==> src/sv/ple_pkg.sv <==
// shared types and constants for the positional list engine
package ple_pkg;

    localparam int unsigned DATA_W = 32;
    localparam int unsigned CNT_W  = 8;
    localparam int unsigned POS_W  = 8;
    localparam int unsigned MODE_W = 3;

    // request operation codes
    localparam logic [MODE_W-1:0] MODE_READ   = 3'd0;
    localparam logic [MODE_W-1:0] MODE_MODIFY = 3'd1;
    localparam logic [MODE_W-1:0] MODE_INSERT = 3'd2;
    localparam logic [MODE_W-1:0] MODE_APPEND = 3'd3;
    localparam logic [MODE_W-1:0] MODE_REMOVE = 3'd4;
    localparam logic [MODE_W-1:0] MODE_CLEAR  = 3'd5;

    // capacity after reset
    localparam logic [CNT_W-1:0] CAP_RESET = 8'd128;

endpackage

==> src/sv/ple_ram.sv <==
// single-port-write, single-port-read entry memory with registered read data
module ple_ram
    import ple_pkg::*;
#(
    parameter int DEPTH = 128,
    parameter int AW    = 7
)
(
    input  logic              clk,
    input  logic              we,
    input  logic [AW-1:0]     waddr,
    input  logic [DATA_W-1:0] wdata,
    input  logic              re,
    input  logic [AW-1:0]     raddr,
    output logic [DATA_W-1:0] rdata
);

    logic [DATA_W-1:0] mem [DEPTH];

    // write port and registered read port
    always_ff @(posedge clk)
    begin
        if (we)
        begin
            mem[waddr] <= wdata;
        end
        if (re)
        begin
            rdata <= mem[raddr];
        end
    end

endmodule

==> config.mk <==
export PLATFORM = sky130hd
export DESIGN_NAME = ple_ram
export DESIGN_NICKNAME = d
export VERILOG_FILES = /design/src/sv/ple_pkg.sv /design/src/sv/ple_ram.sv
export SDC_FILE = /design/constraint.sdc
export NUM_CORES = 2
export LEC_CHECK = 0
export BUFFER_PORTS_ARGS = -buffer_cell sky130_fd_sc_hd__buf_2
export CAP_MARGIN = 25
export CORE_MARGIN = 3
export CORE_UTILIZATION = 25
export DETAILED_ROUTE_END_ITERATION = 16
export GPL_ROUTABILITY_DRIVEN = 1
export GPL_TIMING_DRIVEN = 0
export HOLD_SLACK_MARGIN = 0.15
export PLACE_DENSITY_LB_ADDON = 0.12
export SETUP_SLACK_MARGIN = 0.15
export SLEW_MARGIN = 20
export SYNTH_ARGS = -nofsm -noshare
export SYNTH_HDL_FRONTEND = slang
export SYNTH_SLANG_ARGS = --single-unit
==> constraint.sdc <==
create_clock -name clk -period 4.77 [get_ports clk]
set_input_delay 0.954 -clock clk [delete_from_list [all_inputs] [get_ports clk]]
set_output_delay 0.954 -clock clk [all_outputs]
set_load 0.03 [all_outputs]
After elaboration in Yosys (flattened, before gate mapping). Memory sizes are Yosys's and may differ from the RTL's. A register that Yosys moved wholly into a read port is not among the register bits. Index checks and enable logic that the tools add are counted.

Mux-type cells: 2.

Operator list (count): two-way mux 1 bit (2).

Register bits after elaboration: 0. Bits in writable memories: 4096. Input port bits: 49. Output and inout port bits: 32. Logic and storage cells: 3. Memories: 1.

Memory list: mem (depth 128, bits a word 32, read ports 1, clocked after Yosys merged registers in 1, write ports 1, line ple_ram.sv:18) `logic [DATA_W-1:0] mem [DEPTH];`.

Longest topological paths before layout.
Depth after elaboration: 2. Depth in mapped cells: 8. Depth with buffers taken out: 4.

Worst setup path after synthesis. No wires, ideal clock.

Kind: input -> register. Start: input we. End: memory mem[98][0] (enable). Library setup time: 461 ps. Arrival: 3732 ps. Required time: 4309 ps. Setup slack: 577 ps. Cell stages on the path: 3. Path buffers: 1. Cells stage by stage: clkbuf_1 nand4_1 nor3_1.

Word-level cells in the longest chain between the ends: 2.

Ends and longest elaborated chain: start, declared (line ple_ram.sv:10) `input logic we,`; two-way mux 1 bit (line ple_ram.sv:23) `if (we)`; two-way mux 1 bit (not written as such) (line ple_ram.sv:25) `mem[waddr] <= wdata;`; end, declared (line ple_ram.sv:18).

Every way passes these cells.

==> impl_metrics.sql <==
INSERT INTO impl_metrics (metric_group, metric, value, unit) VALUES
('detailed_routing', 'drt-wirelength-per-cell', '33.53', 'um'),
('setup_path', 'cp_data_required_time', '5.48', 'ns'),
('yosys', 'synthesized_flop_and_latch_total', '4128', ''),
('layout', 'fillCellCount', '59740', ''),
('sta', 'tightest_slew', '1.072', 'ns'),
('layout', 'final_core_utilization', '30.50', '%'),
('setup_path', 'cp_num_buf_inv', '4', ''),
('clock_network', 'cts-root-to-sink-buffers', '4', ''),
('floorplanning', 'floorplan.die.height', '797.4', 'um'),
('floorplanning', 'initial_core_util', '25.09', '%'),
('placement', 'place.gp.congestion', '0.7585', ''),
('sta', 'worst_clock_skew', '0.08689', 'ns'),
('clock_network', 'cts_tree', 'done', ''),
('clock_network', 'postCtsSetupBuffers', '0', ''),
('yosys', 'mean_instance_size_in_the_synthesized_netlist', '26.14', 'um^2'),
('setup_path', 'worst-path-max-fanout', '11', ''),
('clock_network', 'clkTransAtPathRegs', '0.06', 'ns'),
('yosys', 'synth_top_cell_area_share', '79.16', '%'),
('clock_network', 'clkSinkCount', '4128', ''),
('placement', 'dpl_worst_slack', '-1.312', 'ns'),
('yosys', 'synth.top_cells.by_area', 'sky130_fd_sc_hd__edfxtp_1 79%, sky130_fd_sc_hd__mux4_2 19%, sky130_fd_sc_hd__clkbuf_1 0.44%', ''),
('placement', 'dpl.hpwl', '380500', 'um'),
('setup_path', 'critical_path.startpoint_type', 'primary input', ''),
('floorplanning', 'core_area', '624100', 'um^2'),
('floorplanning', 'num_ports', '81', ''),
('layout', 'instances_no_fill', '15620', ''),
('grt', 'grt_remaining_overflow', '0', ''),
('grt', 'number_of_global_route_vias_before_repair', '74730', ''),
('layout', 'fin_nets', '6930', ''),
('hold_path', 'holdCritPathClass', 'in2reg', ''),
('floorplanning', 'std_cell_rows', '290', ''),
('sta', 'grt_setup_unrepaired', 'false', ''),
('setup_path', 'critPathCaptureType', 'flip-flop', ''),
('setup_path', 'cp.arrival', '5.21', 'ns'),
('yosys', 'synth_area_leader_cell', 'sky130_fd_sc_hd__edfxtp_1', ''),
('power_and_ir_drop', 'power.density', '412.8', 'nW/um^2'),
('detailed_routing', 'routed-via-count', '71220', ''),
('sta', 'timing.slew.headroom', '28.55', '%'),
('power_and_ir_drop', 'ir_worst_vdd', '319.4', 'uV'),
('power_and_ir_drop', 'leakagePower', '57.33', 'nW'),
('layout', 'final_cell_mix', '4128 x sky130_fd_sc_hd__edfxtp_1, 1344 x sky130_fd_sc_hd__mux4_2, 462 x sky130_fd_sc_hd__clkbuf_16, 237 x sky130_fd_sc_hd__clkbuf_1, 144 x sky130_fd_sc_hd__buf_16', ''),
('setup_path', 'crit_family', 'buffers and inverters', ''),
('detailed_routing', 'route.antenna.remaining_nets', '0', ''),
('sta', 'finalWorstSetupSlack', '0.2661', 'ns'),
('setup_path', 'worst_path_max_delay_cell', 'sky130_fd_sc_hd__clkbuf_2', ''),
('detailed_routing', 'length_of_the_first_detailed_routing_pass_in_iterations', '6', ''),
('sta', 'period_needed', '4.504', 'ns'),
('clock_network', 'clkLatencyLatePin', '1.01', 'ns'),
('setup_path', 'critical_path_start', 'raddr[2]', ''),
('yosys', 'synth_cells', '5990', ''),
('setup_path', 'cp_cell_sequence', 'clkbuf_1 -> clkbuf_4 -> clkbuf_4 -> clkbuf_2 -> mux4_2 -> mux4_2 -> mux4_2 -> mux2_2', ''),
('setup_path', 'regToRegSetupSlack', '1.67', 'ns'),
('detailed_routing', 'drt_iter0_markers', '7456', ''),
('yosys', 'synth-seq-area-share', '79.16', '%'),
('layout', 'mostFrequentLayoutCell', 'sky130_fd_sc_hd__edfxtp_1', ''),
('clock_network', 'cts_max_level', '5', ''),
('setup_path', 'timing.critical_path.depth', '8', ''),
('sta', 'finalHoldViolCount', '0', ''),
('yosys', 'netlist_area', '156600', 'um^2'),
('setup_path', 'critical_path_class', 'in2reg', ''),
('yosys', 'ys_warn_count', '0', ''),
('sta', 'accumulated_negative_setup_slack', '0', 'ns'),
('detailed_routing', 'route.detailed.vias_per_inst', '4.561', ''),
('detailed_routing', 'drcViolationCount', '0', ''),
('detailed_routing', 'post_detailed_routing_wire_length', '523700', 'um'),
('run_status', 'status', 'finished, final reports clean', ''),
('yosys', 'ys_types', '16', ''),
('setup_path', 'cp_common_cell', 'sky130_fd_sc_hd__mux4_2', ''),
('placement', 'place.port_buffers', '69', ''),
('setup_path', 'worst_r2r_startpoint', 'mem[47][13]$_DFFE_PP_', ''),
('layout', 'flow.area_growth_from_synthesis', '21.55', '%');
==> power breakdown <==
part	internal (mW)	leakage, nW	switching, mW
clock	18.8	6.86	14.7
sequential	40.1	37.1	0.0357
combinational	1.62	13.3	3.22
==> through the flow <==
step           power (mW)  area, um^2  hold slack (ns)
2_1_floorplan       42.90      156600            1.053
3_3_place_gp        45.69      167400            1.267
3_5_place_dp        45.91      175900            1.277
4_1_cts             79.75      190100           0.1830
5_1_grt             81.21      190300           0.2262
6_report            78.59      190400           0.2947
==> Yosys cell counts (all sizes together) <==
master,instances
nor2,122
nand3,12
mux2,32
nand2b,2
nand4,3
edfxtp,4128
mux4,1344
nand2,14
nor3,9
or3,1
clkbuf,182
nor2b,7
buf,134
==> registers in the layout, indices dropped and copies added, names as in the netlist <==
name / flops
mem: 4096
rdata: 32
==> layer usage <==
layer / vias up / track usage, % / part of all wire [%]
met3: 606 / 2.579 / 5.3
met1: 40290 / 22.47 / 44
met2: 1897 / 27.16 / 49
met5: - / 0 / 0.047
li1: 28400 / - / -
met4: 38 / 3.185 / 1.9
==> kinds of logic (layout without fill, tap and decap cells) <==
kind of cell	count (synthesis)	after routing	share of synthesized area [%]
flops	4128	4128	79.16
simple gates	170	170	0.4450
other cells	0	43	0
buf+inv	316	1578	0.8373
mux	1376	1376	19.56
==> how the worst min path moves through the flow <==
stage / startpoint / to / cells past startpoint
finish: wdata[29] / mem[86][29]$_DFFE_PP_ / 1
floorplan: wdata[0] / mem[0][0]$_DFFE_PP_ / 0
detailed placement: mem[6][12]$_DFFE_PP_ / rdata[12]$_DFFE_PP_ / 4
CTS: wdata[29] / mem[86][29]$_DFFE_PP_ / 1
global placement: mem[6][11]$_DFFE_PP_ / rdata[11]$_DFFE_PP_ / 4
global route: wdata[29] / mem[86][29]$_DFFE_PP_ / 1
==> area by class of cell <==
class / count / area, um^2 / area share [%]
multi-input cells: 1546 / 32260 / 16.95
well taps: 8322 / 10410 / 5.470
repair buffers: 428 / 8010 / 4.208
plain buffers: 316 / 1478 / 0.7763
clock buffers: 578 / 12000 / 6.302
flip-flops and latches: 4128 / 124000 / 65.12
diodes: 43 / 107.6 / 0.05653
clock inverters: 256 / 2122 / 1.115
==> what timing repair did <==
| item | in CTS | in global routing |
|---|---|---|
| pin swaps | 0 | 0 |
| endpoints found under the setup margin | 32 | 4 |
| resized for setup | 22 | 3 |
| cloned | 0 | 0 |
No activity file was read; power rests on OpenSTA's default activity.
